--- src/sdts_pkg.sv ---
// Types and constants shared by the stepper dial-timer sequencer.
package sdts_pkg;

	localparam int START_W = 12;
	localparam int WIG_W   = 11;
	localparam int SLOW_W  = 8;
	localparam int PCT_W   = 7;
	localparam int OP_W    = 2;
	localparam int CIDX_W  = 2;

	localparam logic [START_W-1:0] START_MAX = '1;
	localparam logic [WIG_W-1:0]  WIGGLE_SPAN_RST  = 11'd500;
	localparam logic [SLOW_W-1:0] SLOW_DIVIDER_RST = 8'd8;

	// percent saturates here so the target stays below a full turn
	localparam logic [PCT_W-1:0] PCT_MAX = 7'd99;
	localparam int PctDiv  = 100;
	localparam int PCT_TAB = 100;

	typedef enum logic [1:0] {
		MODE_START = 2'd0,
		MODE_SET   = 2'd1,
		MODE_COUNT = 2'd2,
		MODE_RING  = 2'd3
	} mode_t;

	localparam logic [OP_W-1:0] OP_TICK   = 2'd0;
	localparam logic [OP_W-1:0] OP_TARGET = 2'd1;
	localparam logic [OP_W-1:0] OP_ACK    = 2'd2;

	localparam logic [CIDX_W-1:0] CFG_WIGGLE_SPAN  = 2'd0;
	localparam logic [CIDX_W-1:0] CFG_SLOW_DIVIDER = 2'd1;

endpackage

--- src/stepper_dial_timer_sequencer.sv ---
// Stepper dial-timer sequencer: mode control, step generation and position tracking.
//
// Usage:
//   Requests enter on in_valid/in_ready with operation (tick, set target percent,
//   ring acknowledge) and percent. Each request yields exactly one result on
//   out_valid/out_ready: step level, direction, fine-step select, dial position,
//   mode and motor-running flag, all showing the state after that request.
//   Configuration (wiggle_span at index 0, slow_divider at index 1) is written on
//   cfg_valid/cfg_ready, which is always high; the user must write it only while no
//   request is in flight; the block does not enforce it.
// Pipeline and throughput:
//   An accepted request is held in the input stage; its update is then applied and
//   the result registered in the state/result registers, a single pass of compares
//   and increments. One request per cycle is sustained while out_ready is high.
// Reset:
//   arst_n clears both stages, puts the dial in start mode with the motor
//   running at position zero, and loads wiggle_span 500 and slow_divider 8.
// Stall:
//   While out_valid is high and out_ready low, result and state hold; the input
//   stage still takes one request, then in_ready drops until the result is taken.
module stepper_dial_timer_sequencer #(
	parameter int POSITIONS = 4096
) (
	input  logic                           clk,
	input  logic                           arst_n,
	input  logic                           in_valid,
	output logic                           in_ready,
	input  logic [sdts_pkg::OP_W-1:0]      operation,
	input  logic [sdts_pkg::PCT_W-1:0]     percent,
	output logic                           out_valid,
	input  logic                           out_ready,
	output logic                           step_level,
	output logic                           turn_back,
	output logic                           fine_step,
	output logic [$clog2(POSITIONS)-1:0]   dial_position,
	output logic [1:0]                     mode,
	output logic                           motor_running,
	input  logic                           cfg_valid,
	output logic                           cfg_ready,
	input  logic [sdts_pkg::CIDX_W-1:0]    cfg_index,
	input  logic [sdts_pkg::WIG_W-1:0]     cfg_data
);

	localparam int POS_W = $clog2(POSITIONS);
	localparam logic [POS_W-1:0] POS_LAST = POS_W'(POSITIONS - 1);

	// target table: floor(POSITIONS * pct / 100), worked out at elaboration
	logic [POS_W-1:0] tgt_tab [sdts_pkg::PCT_TAB];
	for (genvar i = 0; i < sdts_pkg::PCT_TAB; i++) begin : g_tab
		assign tgt_tab[i] = POS_W'((POSITIONS * i) / sdts_pkg::PctDiv);
	end

	// configuration
	logic [sdts_pkg::WIG_W-1:0]  wiggle_span_q;
	logic [sdts_pkg::SLOW_W-1:0] slow_divider_q;

	assign cfg_ready = 1'b1;

	always_ff @(posedge clk or negedge arst_n) begin
		if (!arst_n) begin
			wiggle_span_q  <= sdts_pkg::WIGGLE_SPAN_RST;
			slow_divider_q <= sdts_pkg::SLOW_DIVIDER_RST;
		end else if (cfg_valid) begin
			unique case (cfg_index)
				sdts_pkg::CFG_WIGGLE_SPAN:  wiggle_span_q  <= cfg_data;
				sdts_pkg::CFG_SLOW_DIVIDER: slow_divider_q <= cfg_data[sdts_pkg::SLOW_W-1:0];
				default: ;
			endcase
		end
	end

	// input stage
	logic                       valid_s1;
	logic [sdts_pkg::OP_W-1:0]  op_s1;
	logic [sdts_pkg::PCT_W-1:0] pct_s1;
	logic                       advance;

	assign advance  = valid_s1 && (!out_valid || out_ready);
	assign in_ready = !valid_s1 || advance;

	always_ff @(posedge clk or negedge arst_n) begin
		if (!arst_n) begin
			valid_s1 <= 1'b0;
		end else if (in_ready) begin
			valid_s1 <= in_valid;
		end
	end

	always_ff @(posedge clk) begin
		if (in_ready && in_valid) begin
			op_s1  <= operation;
			pct_s1 <= percent;
		end
	end

	// dial state; these registers are also the result
	sdts_pkg::mode_t              mode_q;
	logic                         run_q;
	logic                         step_q;
	logic                         dir_q;
	logic [POS_W-1:0]             pos_q;
	logic [POS_W-1:0]             target_q;
	logic [sdts_pkg::START_W-1:0] start_cnt_q;
	logic [sdts_pkg::WIG_W-1:0]   wig_cnt_q;
	logic [sdts_pkg::SLOW_W-1:0]  slow_cnt_q;

	sdts_pkg::mode_t              mode_nx;
	logic                         run_nx;
	logic                         step_nx;
	logic                         dir_nx;
	logic [POS_W-1:0]             pos_nx;
	logic [POS_W-1:0]             target_nx;
	logic [sdts_pkg::START_W-1:0] start_cnt_nx;
	logic [sdts_pkg::WIG_W-1:0]   wig_cnt_nx;
	logic [sdts_pkg::SLOW_W-1:0]  slow_cnt_nx;
	logic                         do_move;
	logic [sdts_pkg::PCT_W-1:0]   pct_sat;

	assign pct_sat = (pct_s1 > sdts_pkg::PCT_MAX) ? sdts_pkg::PCT_MAX : pct_s1;

	always_comb begin
		mode_nx      = mode_q;
		run_nx       = run_q;
		step_nx      = step_q;
		dir_nx       = dir_q;
		pos_nx       = pos_q;
		target_nx    = target_q;
		start_cnt_nx = start_cnt_q;
		wig_cnt_nx   = wig_cnt_q;
		slow_cnt_nx  = slow_cnt_q;
		do_move      = 1'b0;

		unique case (op_s1)
			sdts_pkg::OP_TICK: begin
				if (run_q) begin
					step_nx = ~step_q;
					do_move = 1'b1;
					unique case (mode_q)
						sdts_pkg::MODE_START: begin
							if (start_cnt_q != sdts_pkg::START_MAX)
								start_cnt_nx = start_cnt_q + 1'b1;
							if (start_cnt_nx < {wiggle_span_q, 1'b0}) begin
								dir_nx = (start_cnt_nx > {1'b0, wiggle_span_q});
							end else begin
								// wiggle done: stop and wait for a target
								run_nx  = 1'b0;
								mode_nx = sdts_pkg::MODE_SET;
							end
						end
						sdts_pkg::MODE_SET: begin
							dir_nx = !(pos_q < target_q);
							if (pos_q == target_q)
								mode_nx = sdts_pkg::MODE_COUNT;
						end
						sdts_pkg::MODE_COUNT: begin
							dir_nx = 1'b1;
							if (pos_q == '0) begin
								dir_nx     = 1'b0;
								wig_cnt_nx = '0;
								mode_nx    = sdts_pkg::MODE_RING;
							end
							// move only once every slow_divider ticks
							slow_cnt_nx = slow_cnt_q + 1'b1;
							if (slow_cnt_nx >= slow_divider_q)
								slow_cnt_nx = '0;
							else
								do_move = 1'b0;
						end
						sdts_pkg::MODE_RING: begin
							wig_cnt_nx = wig_cnt_q + 1'b1;
							if (wig_cnt_nx >= wiggle_span_q) begin
								wig_cnt_nx = '0;
								dir_nx     = ~dir_q;
							end
						end
						default: ;
					endcase
				end
			end
			sdts_pkg::OP_TARGET: begin
				if (mode_q == sdts_pkg::MODE_SET) begin
					target_nx = tgt_tab[pct_sat];
					run_nx    = 1'b1;
				end
			end
			sdts_pkg::OP_ACK: begin
				if (mode_q == sdts_pkg::MODE_RING) begin
					mode_nx = sdts_pkg::MODE_SET;
					run_nx  = 1'b0;
				end
			end
			default: ;
		endcase

		if (do_move) begin
			if (!dir_nx)
				pos_nx = (pos_q == POS_LAST) ? '0 : pos_q + 1'b1;
			else
				pos_nx = (pos_q == '0) ? POS_LAST : pos_q - 1'b1;
		end
	end

	always_ff @(posedge clk or negedge arst_n) begin
		if (!arst_n) begin
			out_valid   <= 1'b0;
			mode_q      <= sdts_pkg::MODE_START;
			run_q       <= 1'b1;
			step_q      <= 1'b0;
			dir_q       <= 1'b0;
			pos_q       <= '0;
			target_q    <= '0;
			start_cnt_q <= '0;
			wig_cnt_q   <= '0;
			slow_cnt_q  <= '0;
		end else begin
			if (advance || out_ready)
				out_valid <= advance;
			if (advance) begin
				mode_q      <= mode_nx;
				run_q       <= run_nx;
				step_q      <= step_nx;
				dir_q       <= dir_nx;
				pos_q       <= pos_nx;
				target_q    <= target_nx;
				start_cnt_q <= start_cnt_nx;
				wig_cnt_q   <= wig_cnt_nx;
				slow_cnt_q  <= slow_cnt_nx;
			end
		end
	end

	assign step_level    = step_q;
	assign turn_back     = dir_q;
	assign fine_step     = (mode_q == sdts_pkg::MODE_COUNT);
	assign dial_position = pos_q;
	assign mode          = mode_q;
	assign motor_running = run_q;

`ifndef SYNTH
	a_pos_range: assert property (@(posedge clk) disable iff (!arst_n)
		32'(pos_q) < POSITIONS)
		else $error("dial position out of range");

	a_start_runs: assert property (@(posedge clk) disable iff (!arst_n)
		(mode_q == sdts_pkg::MODE_START) |-> run_q)
		else $error("motor stopped in start mode");

	a_tick_toggles: assert property (@(posedge clk) disable iff (!arst_n)
		(advance && op_s1 == sdts_pkg::OP_TICK && run_q) |=> (step_q != $past(step_q)))
		else $error("running tick did not toggle step pin");

	a_ack_stops: assert property (@(posedge clk) disable iff (!arst_n)
		(advance && op_s1 == sdts_pkg::OP_ACK && mode_q == sdts_pkg::MODE_RING)
		|=> (mode_q == sdts_pkg::MODE_SET && !run_q))
		else $error("ring acknowledge did not stop the motor");
`endif

endmodule
--- config.mk ---
export PLATFORM = sky130hd
export DESIGN_NAME = stepper_dial_timer_sequencer
export DESIGN_NICKNAME = d
export VERILOG_FILES = /design/src/sdts_pkg.sv /design/src/stepper_dial_timer_sequencer.sv
export SDC_FILE = /design/constraint.sdc
export NUM_CORES = 1
export LEC_CHECK = 0
export BUFFER_PORTS_ARGS = -buffer_cell sky130_fd_sc_hd__buf_4
export CAP_MARGIN = 20
export CORE_MARGIN = 5
export CORE_UTILIZATION = 58
export CTS_BUF_LIST = sky130_fd_sc_hd__clkbuf_8
export DETAILED_ROUTE_END_ITERATION = 8
export PLACE_DENSITY = 0.89
export SLEW_MARGIN = 10
export SYNTH_ARGS = -nofsm -noshare
export SYNTH_HDL_FRONTEND = slang
export SYNTH_SLANG_ARGS = --single-unit
--- constraint.sdc ---
create_clock -name clk -period 3.9 [get_ports clk]
set_clock_uncertainty 0.2 [all_clocks]
set_input_delay 1.17 -clock clk [delete_from_list [all_inputs] [get_ports clk]]
set_output_delay 1.17 -clock clk [all_outputs]
set_load 0.03 [all_outputs]
==> run_results.csv, run 1 <==
group,metric,value,unit
critical_path,end_kind,"register",
drt,num_vias,7271,
logic_synthesis,async_reset_ff_frac,0.9000,
cells_and_area,area_growth,16.20,%
timing,tightestPinTransition,0.6116,ns
timing,timing.hold.ws,0.2770,ns
global_route,grt_pass1_wl,32.67,mm
power_and_ir_drop,power.total,3555,uW
logic_synthesis,synth_flop_cell,"dfrtp_1",
power_and_ir_drop,cellPowerDensity,409.6,nW/um2
critical_path,cp_slowest_cell,"dfrtp_1",
logic_synthesis,yosys-top-cells-area,"dfrtp_1, ha_1, nand2_1",
critical_path,critPathArrivalTime,4.00,ns
logic_synthesis,synth_top_area_share,0.2445,
clock_tree,cts_tree,"done",
critical_path,max_stage_delay,0.41,ns
timing,layout_min_cycle_time,3.910,ns
status,status,"finished, violations left",
clock_tree,cts_buffer_depth,2,
critical_path,cp_top_family,"compound AO/OA/AOI/OAI gates",
timing,max_freq,255.8,MHz
worst_hold_path,hold_path_class,"register to register",
drt,first_iter_violations,1051,
logic_synthesis,ys_seq_area_frac,0.3088,
logic_synthesis,avgSynthCellArea,8.347,um2
cells_and_area,nFillCells,923,
timing,fin_ws,-0.009917,ns
worst_hold_path,hold_depth,1,
drt,drc_errors,0,
logic_synthesis,synth-edff-count,9,
clock_tree,insertion_delay,0.40,ns
power_and_ir_drop,peakVddDrop,0.2897,mV
global_route,grt_pass1_vias,6708,
critical_path,crit_top_cell,"o311ai_4",
floorplanning,die_y,123.5,um
floorplanning,ios,48,
cells_and_area,diodes,0,
cells_and_area,seqCellArea,2308,um2
drt,detail-route-antenna-nets,0,
critical_path,r2r-end,"dial_position[7]",
worst_hold_path,hp-start,"step_level",
cells_and_area,multi_input_area,4976,um2
drt,routedWlPerCell,18.61,um
timing,slew_headroom,0.5817,
drt,vias_per_cell,6.446,
job,cap_violations,0,
floorplanning,die_x,123.5,um
logic_synthesis,synthCells,895,
power_and_ir_drop,leakage,0.003932,uW
global_route,grt_max_degree,82,
floorplanning,core-area,12620,um2
drt,wirelength,20.99,mm
logic_synthesis,synth_fp_nets,1000,
logic_synthesis,yosysTopAreaCell,"dfrtp_1",
logic_synthesis,syn_area,7471,um2
placed_design,io_buffers,46,
clock_tree,clk_pin_slew,0.10,ns
status,violations,"negative setup slack",
cells_and_area,finish.utilization,0.6879,
logic_synthesis,yosysMostFrequentCell,"nand2_1",
timing,slew_viol_final,0,
critical_path,crit_chain,"nand3_2, nor2_2, buf_4, nand4_1, xnor2_1, ha_1, o21ai_0, o2bb2ai_2, o31a_1, o311ai_4, o311ai_4, buf_6, mux2i_1, nor3_1, a221o_1",
global_route,grt_use_total,0.2649,
logic_synthesis,ys_types,71,
critical_path,ff2ff_path_depth,15,
floorplanning,fp.dieArea,15250,um2
clock_tree,cts_buffers,9,
logic_synthesis,synth_seq_cells,90,
critical_path,reg2reg_slack,-0.01,ns
critical_path,worstSetupStartpointType,"register",
timing,final_hold_viol_count,0,
cells_and_area,layout-drive-gt1-share,0.2040,
cells_and_area,postLayoutCellArea,8681,um2
worst_hold_path,min_to,"step_level",
timing,fin_tns_setup,-0.009917,ns
timing,fin_crit_sh,1.003,
critical_path,cp_num_buf_inv,2,
clock_tree,cts-root-buf,"clkbuf_8",
global_route,overflow,0,
timing,rsz0062_at_grt,"yes",
placed_design,placed_cell_area,8099,um2
critical_path,cp_data_required_time,3.99,ns
placed_design,place_congestion,0.9411,
cells_and_area,num-nets-final,1056,
clock_tree,ctsHtreeMaxLevel,3,
critical_path,reg2reg_from,"wig_cnt_q[4]",
floorplanning,rows,41,
critical_path,cp_num_cells,15,
clock_tree,clock_sinks,90,
logic_synthesis,yosys-top-cells-count,"nand2_1, ha_1, dfrtp_1",
timing,setup_viol,1,
global_route,antenna_found_initial,0,
placed_design,dpl.hpwl,13.93,mm
critical_path,crit_type,"register to register",
floorplanning,initial_core_util,0.5920,
logic_synthesis,yosysWarnings,0,
critical_path,worst-path-max-fanout,8,
drt,drtPass1Iterations,5,
## routing by layer
metal	global-route usage	routed length (um)	vias to the layer above	part of all wire
met5	0	0	-	0
met3	0.03477	1553	79	0.074
met1	0.3620	8634	3420	0.41
li1	-	-	3379	-
met4	0.1024	852	0	0.041
met2	0.4288	9953	393	0.47
## worst max-delay path by stage
| stage | startpoint | endpoint | slack, ns |
|---|---|---|---|
| detailed placement | wig_cnt_q[4] | dial_position[7] | -0.12 |
| finish | wig_cnt_q[4] | dial_position[7] | -0.01 |
| floorplan | start_cnt_q[3] | dial_position[3] | 0.04 |
| global placement | wig_cnt_q[4] | dial_position[7] | 0.07 |
| global route | wig_cnt_q[4] | dial_position[2] | -0.19 |
| CTS | start_cnt_q[0] | dial_position[6] | 0.008 |
## final cells by class
| cell class | count | area share |
|---|---|---|
| Clock buffer | 10 | 0.01585 |
| Clock inverter | 6 | 0.008071 |
| Inverter | 50 | 0.02162 |
| Multi-Input combinational cell | 699 | 0.5732 |
| Sequential cell | 90 | 0.2659 |
| Tap cell | 172 | 0.02479 |
| Timing Repair Buffer | 101 | 0.09052 |
## registers in the layout, indices dropped and copies added (netlist names)
register,count
slow_cnt_q,8
pct_s1,7
slow_divider_q,8
wig_cnt_q,11
mode,2
valid_s1,1
wiggle_span_q,11
dial_position,12
start_cnt_q,12
op_s1,2
target_q,12
motor_running,1
step_level,1
out_valid,1
turn_back,1
## metrics by stage
step / setup slack [ns] / cells
2_1_floorplan: 0.04126 / 895
3_3_place_gp: 0.07051 / 1098
3_5_place_dp: -0.1213 / 1098
4_1_cts: 0.008217 / 1119
5_1_grt: -0.1883 / 1128
6_report: -0.009917 / 1128
## cell usage in the layout, fill, tap and decap left out, drive strengths merged, types with 10 or more instances in the layout
cell	instances
ha	78
buf	101
nand3	34
clkbuf	10
dfrtp	73
a211oi	20
and3	14
xnor2	20
nand4	12
o21ai	73
xor2	17
a32o	10
inv	51
nor2	65
nor3	21
mux2	18
a21oi	64
nand2	101
## worst register-to-register path: cells and delay by family, from the launching register on
family                     cells  cell delay, ns
AOI/OAI and AO/OA              6            1.59
xor gates and xnor gates       1            0.29
adders and majority gates      1            0.29
buffers and inverters          2            0.32
DFF                            1            0.41
muxes                          1            0.23
and+or+nand+nor                4            0.47
## cells by family after synthesis
kind of cell | share of synthesized area
flip-flops | 0.3088
AND/OR/NAND/NOR | 0.1881
adder cells (fa/ha/maj) | 0.1306
AO/OA/AOI/OAI | 0.2320
buffers and inverters | 0.05845
other | 0.0005019
XOR/XNOR | 0.04338
multiplexers | 0.03818
## repair_timing
item                                    4_1_cts  5_1_grt
cloned                                        0        0
endpoints found under the hold margin         0        0
gates resized for setup                       6       49
hold buffers                                  0        0
buffers inserted                              5        8
pin swaps                                     4       22
endpoints found under the setup margin        6       14
## report_power, final
part           internal, uW  switching [uW]  total (uW)
clock network           321             373         694
logic                   644             927        1570
registers              1120             171        1290
Power figures use the tool's default switching activity.
==> run 2, diff against run 1 <==
--- a/config.mk
+++ b/config.mk
@@ -8,10 +8,10 @@
 export BUFFER_PORTS_ARGS = -buffer_cell sky130_fd_sc_hd__buf_4
 export CAP_MARGIN = 20
 export CORE_MARGIN = 5
-export CORE_UTILIZATION = 58
+export CORE_UTILIZATION = 60
 export CTS_BUF_LIST = sky130_fd_sc_hd__clkbuf_8
 export DETAILED_ROUTE_END_ITERATION = 8
-export PLACE_DENSITY = 0.89
+export PLACE_DENSITY = 0.88
 export SLEW_MARGIN = 10
 export SYNTH_ARGS = -nofsm -noshare
 export SYNTH_HDL_FRONTEND = slang
==> constraint.sdc (replaced) <==
create_clock -name clk -period 4.7 [get_ports clk]
set_clock_uncertainty 0.2 [all_clocks]
set_input_delay 1.41 -clock clk [delete_from_list [all_inputs] [get_ports clk]]
set_output_delay 1.41 -clock clk [all_outputs]
set_load 0.03 [all_outputs]
==> run 2 against run 1 <==
Compared with the run above: the run now ends clean; critical path depth is 2 higher; final area fell by 6.3%; power decreased by 23%; maximum frequency decreased by 8.6%; clock power down 31%; sequential share of layout area up 1.8 points.
==> run_results.csv, run 2 (synthesized netlist as in run 1, its figures left out) <==
group,metric,value,unit
placed_design,place_ws,0.4351,ns
job,cap_violations,0,
clock_tree,clock_sinks,90,
clock_tree,cts_tree,"done",
critical_path,crit_type,"register to register",
global_route,grtUsageMet3,0.04643,
global_route,grt_pass1_vias,6478,
drt,vias_per_cell,6.320,
critical_path,critPathCapture,"dial_position[6]",
global_route,grt_max_degree,82,
clock_tree,cts_buffers,9,
global_route,grt_use_total,0.2581,
drt,routedWlPerCell,17.31,um
timing,rsz0062_at_grt,"no",
clock_tree,cts_buffer_depth,2,
cells_and_area,area_growth,8.893,%
cells_and_area,mostFrequentLayoutCells,"nand2_1, ha_1, dfrtp_1",
floorplanning,rows,40,
critical_path,critPathArrivalTime,4.39,ns
floorplanning,initial_core_util,0.6168,
timing,final_hold_viol_count,0,
placed_design,dpl.hpwl,13.59,mm
drt,drc_errors,0,
critical_path,cp_data_required_time,4.81,ns
drt,detail-route-antenna-nets,0,
power_and_ir_drop,leakage,0.003691,uW
worst_hold_path,hold_path_class,"register to register",
floorplanning,fp.dieArea,14780,um2
critical_path,r2r-end,"dial_position[6]",
critical_path,end_kind,"register",
timing,slew_viol_final,0,
critical_path,worst-path-max-fanout,17,
power_and_ir_drop,cellPowerDensity,337.7,nW/um2
global_route,overflow,0,
critical_path,worstSetupStartpointType,"register",
drt,wirelength,18.87,mm
timing,setup_viol,0,
cells_and_area,num-nets-final,1022,
timing,fin_crit_sh,0.9101,
timing,fin_ws,0.4227,ns
clock_tree,ctsHtreeMaxLevel,3,
floorplanning,ios,48,
global_route,antenna_found_initial,0,
timing,max_freq,233.8,MHz
critical_path,crit_chain,"ha_1, nand2_1, nor2_1, nand3_1, nand2_1, nor2_1, xor2_1, ha_1, nand2_1, a2111oi_1, o31ai_1, and2_1, a31oi_1, o311ai_4, or3b_1, a21oi_1, xor2_1",
drt,first_iter_violations,774,
critical_path,cp_slowest_cell,"dfrtp_1",
drt,drtPass1Iterations,6,
power_and_ir_drop,peakVddDrop,0.2157,mV
global_route,grt_pass1_wl,31.31,mm
clock_tree,cts-root-buf,"clkbuf_8",
clock_tree,insertion_delay,0.38,ns
cells_and_area,layout-drive-gt1-share,0.1291,
timing,fin_tns_setup,0,ns
floorplanning,die_y,121.6,um
critical_path,crit_top_cell,"nand2_1",
timing,slew_headroom,0.5519,
timing,layout_min_cycle_time,4.277,ns
floorplanning,core-area,12110,um2
drt,num_vias,6889,
placed_design,io_buffers,46,
placed_design,place_congestion,0.9759,
timing,tightestPinTransition,0.6706,ns
floorplanning,die_x,121.6,um
status,status,"finished, final reports clean",
critical_path,startpoint,"start_cnt_q[0]",
critical_path,reg2reg_slack,0.42,ns
cells_and_area,diodes,0,
clock_tree,clk_pin_slew,0.09,ns
cells_and_area,nFillCells,977,
global_route,met1_usage,0.3563,
clock_tree,cts-hold-fix-buffers,0,
critical_path,ff2ff_path_depth,17,
global_route,busiest_layer,"met2",
critical_path,max_stage_delay,0.44,ns
global_route,met2_usage,0.4086,
worst_hold_path,hold_depth,1,
cells_and_area,final_common_cell,"nand2_1",
critical_path,reg2reg_from,"start_cnt_q[0]",
[run 2: cell count changes in the layout (fill, tap and decap cells not counted), moves of 4 or more]
cell / change
a21oi_1: +6
a21oi_2: -6
buf_4: -32
ha_1: +5
ha_4: -4
nand2_1: +4
nor2_1: +6
nor2_2: -5
[run 2: worst min path at each step]
| stage | from | end | slack (ns) |
|---|---|---|---|
| after floorplan | target_q[8] | target_q[8] | 0.25 |
| after global placement | valid_s1 | out_valid | 0.26 |
| after detailed placement | step_level | step_level | 0.26 |
| after CTS | step_level | step_level | 0.28 |
| after global routing | valid_s1 | out_valid | 0.30 |
| final | step_level | step_level | 0.27 |
[run 2: worst max-delay path, delay by kind of cell, from the launching register on]
kind	cells	cell delay [ns]
compound gates	5	1.29
xor+xnor	2	0.32
fa+ha+maj	2	0.57
flops	1	0.44
simple gates	8	1.40
[run 2: timing repair]
action | in CTS | in global routing
setup buffers | 0 | 0
gates resized for setup | 0 | 1
setup endpoints to repair | 0 | 1
[run 2: area by class of cell]
type,instances,area [um2],share of cell area
Clock inverter,7,46.29,0.005691
Clock buffer,9,123.9,0.01523
Tap cell,168,210.2,0.02584
Multi-Input combinational cell,699,4737,0.5823
Timing Repair Buffer,67,523.0,0.06429
Inverter,50,187.7,0.02307
Sequential cell,90,2307,0.2836
[run 2: report_power, final]
| group | switching [uW] | internal [uW] |
|---|---|---|
| clock network | 290 | 192 |
| logic | 702 | 488 |
| registers | 147 | 928 |
[run 2: stage by stage]
step                area, um2  hold WS [ns]  power [uW]  cells    util
floorplan                7471        0.2485        1941    895       -
finish                   8135        0.2737        2747   1090  0.6717
detailed placement       7936        0.2645        2261   1073  0.6553
CTS                      8107        0.2805        2745   1089  0.6693
global placement         7936        0.2560        2206   1073  0.6553
global route             8135        0.2994        2952   1090  0.6717
[run 2: metal layers]
layer	up-vias	wire length (um)
li1	3303	-
met1	3220	8255
met2	333	8871
met3	33	1409
met4	0	331
met5	-	0
==> run 3, diff against run 2 <==
--- a/config.mk
+++ b/config.mk
@@ -5,6 +5,7 @@
 export SDC_FILE = /design/constraint.sdc
 export NUM_CORES = 1
 export LEC_CHECK = 0
+export ABC_AREA = 1
 export BUFFER_PORTS_ARGS = -buffer_cell sky130_fd_sc_hd__buf_4
 export CAP_MARGIN = 20
 export CORE_MARGIN = 5
==> run 3 against run 2 <==
Compared with the run above: clock power grew 7.3%; critical path type unchanged; synthesized cell count increased by 19%; power rose by 56%; setup slack better by 0.59 ns; wire length is 2.5% lower; global-route usage shrank 0.12 points; final area increased by 1.4%; sequential power grew 27%; flip-flop and latch count unchanged; worst hold slack improved by 0.021 ns; sequential share of layout area down 0.39 points; maximum frequency rose by 16%; largest cell class unchanged.
==> run_results.csv, run 3 <==
group,metric,value,unit
status,status,"finished, final reports clean",
logic_synthesis,synth_top_area_share,0.2393,
critical_path,worst-path-max-fanout,12,
worst_hold_path,hp-start,"wiggle_span_q[7]",
cells_and_area,diodes,0,
cells_and_area,mostFrequentLayoutCells,"nand2_1, inv_1, ha_1",
timing,max_freq,271.4,MHz
cells_and_area,seqCellArea,2307,um2
cells_and_area,num-nets-final,1203,
drt,drc_errors,0,
critical_path,crit_top_cell,"nand2_1",
clock_tree,cts-hold-fix-buffers,0,
logic_synthesis,ys_seq_area_frac,0.3023,
critical_path,cp_data_required_time,4.78,ns
clock_tree,clk_pin_slew,0.10,ns
worst_hold_path,min_to,"wiggle_span_q[7]",
floorplanning,initial_core_util,0.6073,
floorplanning,core-area,12570,um2
critical_path,crit_chain,"inv_1, nor4_1, nand3_1, xor2_1, inv_1, ha_1, nand2_1, nor2_1, nand2_1, nor2_1, nor2_1, nand2_1, nand2_1, nand3_1, a21oi_1, nand2_2, o21ai_2, nand2_1, nand3_1, nand2_1",
power_and_ir_drop,power.total,4274,uW
clock_tree,cts_buffer_depth,2,
global_route,grt_pass1_vias,6696,
critical_path,worstSetupStartpointType,"register",
cells_and_area,final_common_cell,"nand2_1",
critical_path,max_stage_delay,0.47,ns
clock_tree,clock_sinks,90,
clock_tree,insertion_delay,0.39,ns
placed_design,io_buffers,46,
logic_synthesis,yosysTopAreaCell,"dfrtp_1",
logic_synthesis,ys_types,53,
timing,rsz0062_at_grt,"no",
logic_synthesis,synth_seq_cells,90,
floorplanning,die_y,122.8,um
drt,num_vias,7162,
cells_and_area,finish.utilization,0.6562,
cells_and_area,area_growth,8.066,%
timing,slew_viol_final,0,
critical_path,reg2reg_from,"wig_cnt_q[6]",
cells_and_area,layout-drive-gt1-share,0.1124,
job,cap_violations,0,
floorplanning,ios,48,
drt,detail-route-antenna-nets,0,
timing,setup_viol,0,
timing,fin_crit_sh,0.7839,
timing,fin_ws,1.016,ns
timing,layout_min_cycle_time,3.684,ns
global_route,antenna_found_initial,0,
logic_synthesis,synth_fp_nets,1173,
timing,final_hold_viol_count,0,
global_route,grt_max_degree,82,
floorplanning,fp.dieArea,15080,um2
logic_synthesis,synth_flop_cell,"dfrtp_1",
placed_design,dpl.hpwl,13.95,mm
critical_path,critPathArrivalTime,3.76,ns
clock_tree,cts_buffers,9,
critical_path,end_kind,"register",
logic_synthesis,async_reset_ff_frac,0.9000,
worst_hold_path,hold_path_class,"register to register",
clock_tree,cts-resized-gates,0,
clock_tree,ctsHtreeMaxLevel,3,
global_route,grt_use_total,0.2569,
floorplanning,die_x,122.8,um
logic_synthesis,yosys-top-cells-count,"nand2_1, inv_1, ha_1",
drt,routedWlPerCell,14.42,um
logic_synthesis,yosysWarnings,0,
logic_synthesis,yosys-top-cells-area,"dfrtp_1, ha_1, nand2_1",
critical_path,ff2ff_path_depth,20,
timing,fin_tns_setup,0,ns
logic_synthesis,yosysMostFrequentCell,"nand2_1",
logic_synthesis,syn_area,7632,um2
cells_and_area,nFillCells,1079,
cells_and_area,stdcell_count,1275,
critical_path,cp_slowest_cell,"o21ai_2",
logic_synthesis,avgSynthCellArea,7.146,um2
logic_synthesis,synth-edff-count,9,
worst_hold_path,hold_depth,2,
power_and_ir_drop,leakage,0.004293,uW
drt,wirelength,18.39,mm
placed_design,place_congestion,0.9460,
global_route,grt_pass1_wl,31.26,mm
placed_design,place_ws,1.060,ns
clock_tree,cts-root-buf,"clkbuf_8",
cells_and_area,multi_input_area,4516,um2
power_and_ir_drop,peakVddDrop,0.2371,mV
timing,slew_headroom,0.4396,
timing,tightestPinTransition,0.8375,ns
clock_tree,cts_tree,"done",
global_route,overflow,0,
critical_path,crit_type,"register to register",
logic_synthesis,synthCells,1068,
floorplanning,rows,41,
drt,vias_per_cell,5.617,
drt,first_iter_violations,730,
critical_path,startpoint,"wig_cnt_q[6]",
placed_design,dp.cells,1258,
critical_path,r2r-end,"dial_position[3]",
critical_path,reg2reg_slack,1.02,ns
drt,drtPass1Iterations,6,
power_and_ir_drop,cellPowerDensity,518.2,nW/um2
clock_tree,post_cts_buffers,0,
[run 3: layout make-up]
| type | instances | area share |
|---|---|---|
| clock buffer | 9 | 0.01502 |
| clock inverter | 7 | 0.007282 |
| inverter | 168 | 0.07646 |
| multi-input combinational | 779 | 0.5475 |
| sequential | 90 | 0.2797 |
| tap | 172 | 0.02609 |
| timing repair buffer | 50 | 0.04794 |
[run 3: how the worst max path moves through the flow]
stage | cells past startpoint | endpoint | slack (ns)
detailed placement | 10 | start_cnt_q[11] | 1.06
CTS | 21 | dial_position[3] | 1.05
global route | 20 | dial_position[3] | 0.68
floorplan | 2 | in_ready | 1.36
global placement | 8 | start_cnt_q[5] | 1.11
finish | 20 | dial_position[3] | 1.02
[run 3: worst max-delay path, delay by kind of cell, from the launching register on]
kind / cells / cell delay [ns]
AOI/OAI and AO/OA: 2 / 0.63
xor gates and xnor gates: 1 / 0.24
adders and majority gates: 1 / 0.29
buffers and inverters: 2 / 0.16
DFF: 1 / 0.41
and+or+nand+nor: 14 / 1.63
[run 3: routing by layer]
| metal | share of wire | global-route usage | vias to the layer above |
|---|---|---|---|
| met2 | 0.46 | 0.3967 | 271 |
| li1 | - | - | 3574 |
| met1 | 0.45 | 0.3593 | 3286 |
| met3 | 0.074 | 0.04700 | 31 |
| met5 | 0 | 0 | - |
| met4 | 0.018 | 0.09797 | 0 |
[run 3: cells by family (layout without fill, tap and decap cells)]
logic type / Yosys count / count (layout) / share of synthesized area
AO/OA/AOI/OAI: 208 / 208 / 0.1552
XOR/XNOR: 27 / 27 / 0.03098
other: 1 / 1 / 0.0004913
multiplexers: 1 / 1 / 0.001475
adder cells (fa/ha/maj): 78 / 78 / 0.1279
flip-flops: 90 / 90 / 0.3023
buffers and inverters: 199 / 234 / 0.1061
AND/OR/NAND/NOR: 464 / 464 / 0.2756
[run 3: where the power goes]
part / switching (uW) / internal, uW / leakage [uW] / total (uW)
logic: 1510 / 894 / 0.00316 / 2400
clock network: 315 / 202 / 0.0000917 / 517
registers: 304 / 1050 / 0.00104 / 1360
total: 2130 / 2150 / 0.00429 / 4270
[run 3: stage by stage]
stage | hold slack, ns | instance area (um2)
6_report | 0.2945 | 8248
5_1_grt | 0.3309 | 8248
4_1_cts | 0.2983 | 8220
3_5_place_dp | 0.2744 | 8036
3_3_place_gp | 0.2649 | 8036
2_1_floorplan | 0.2530 | 7632
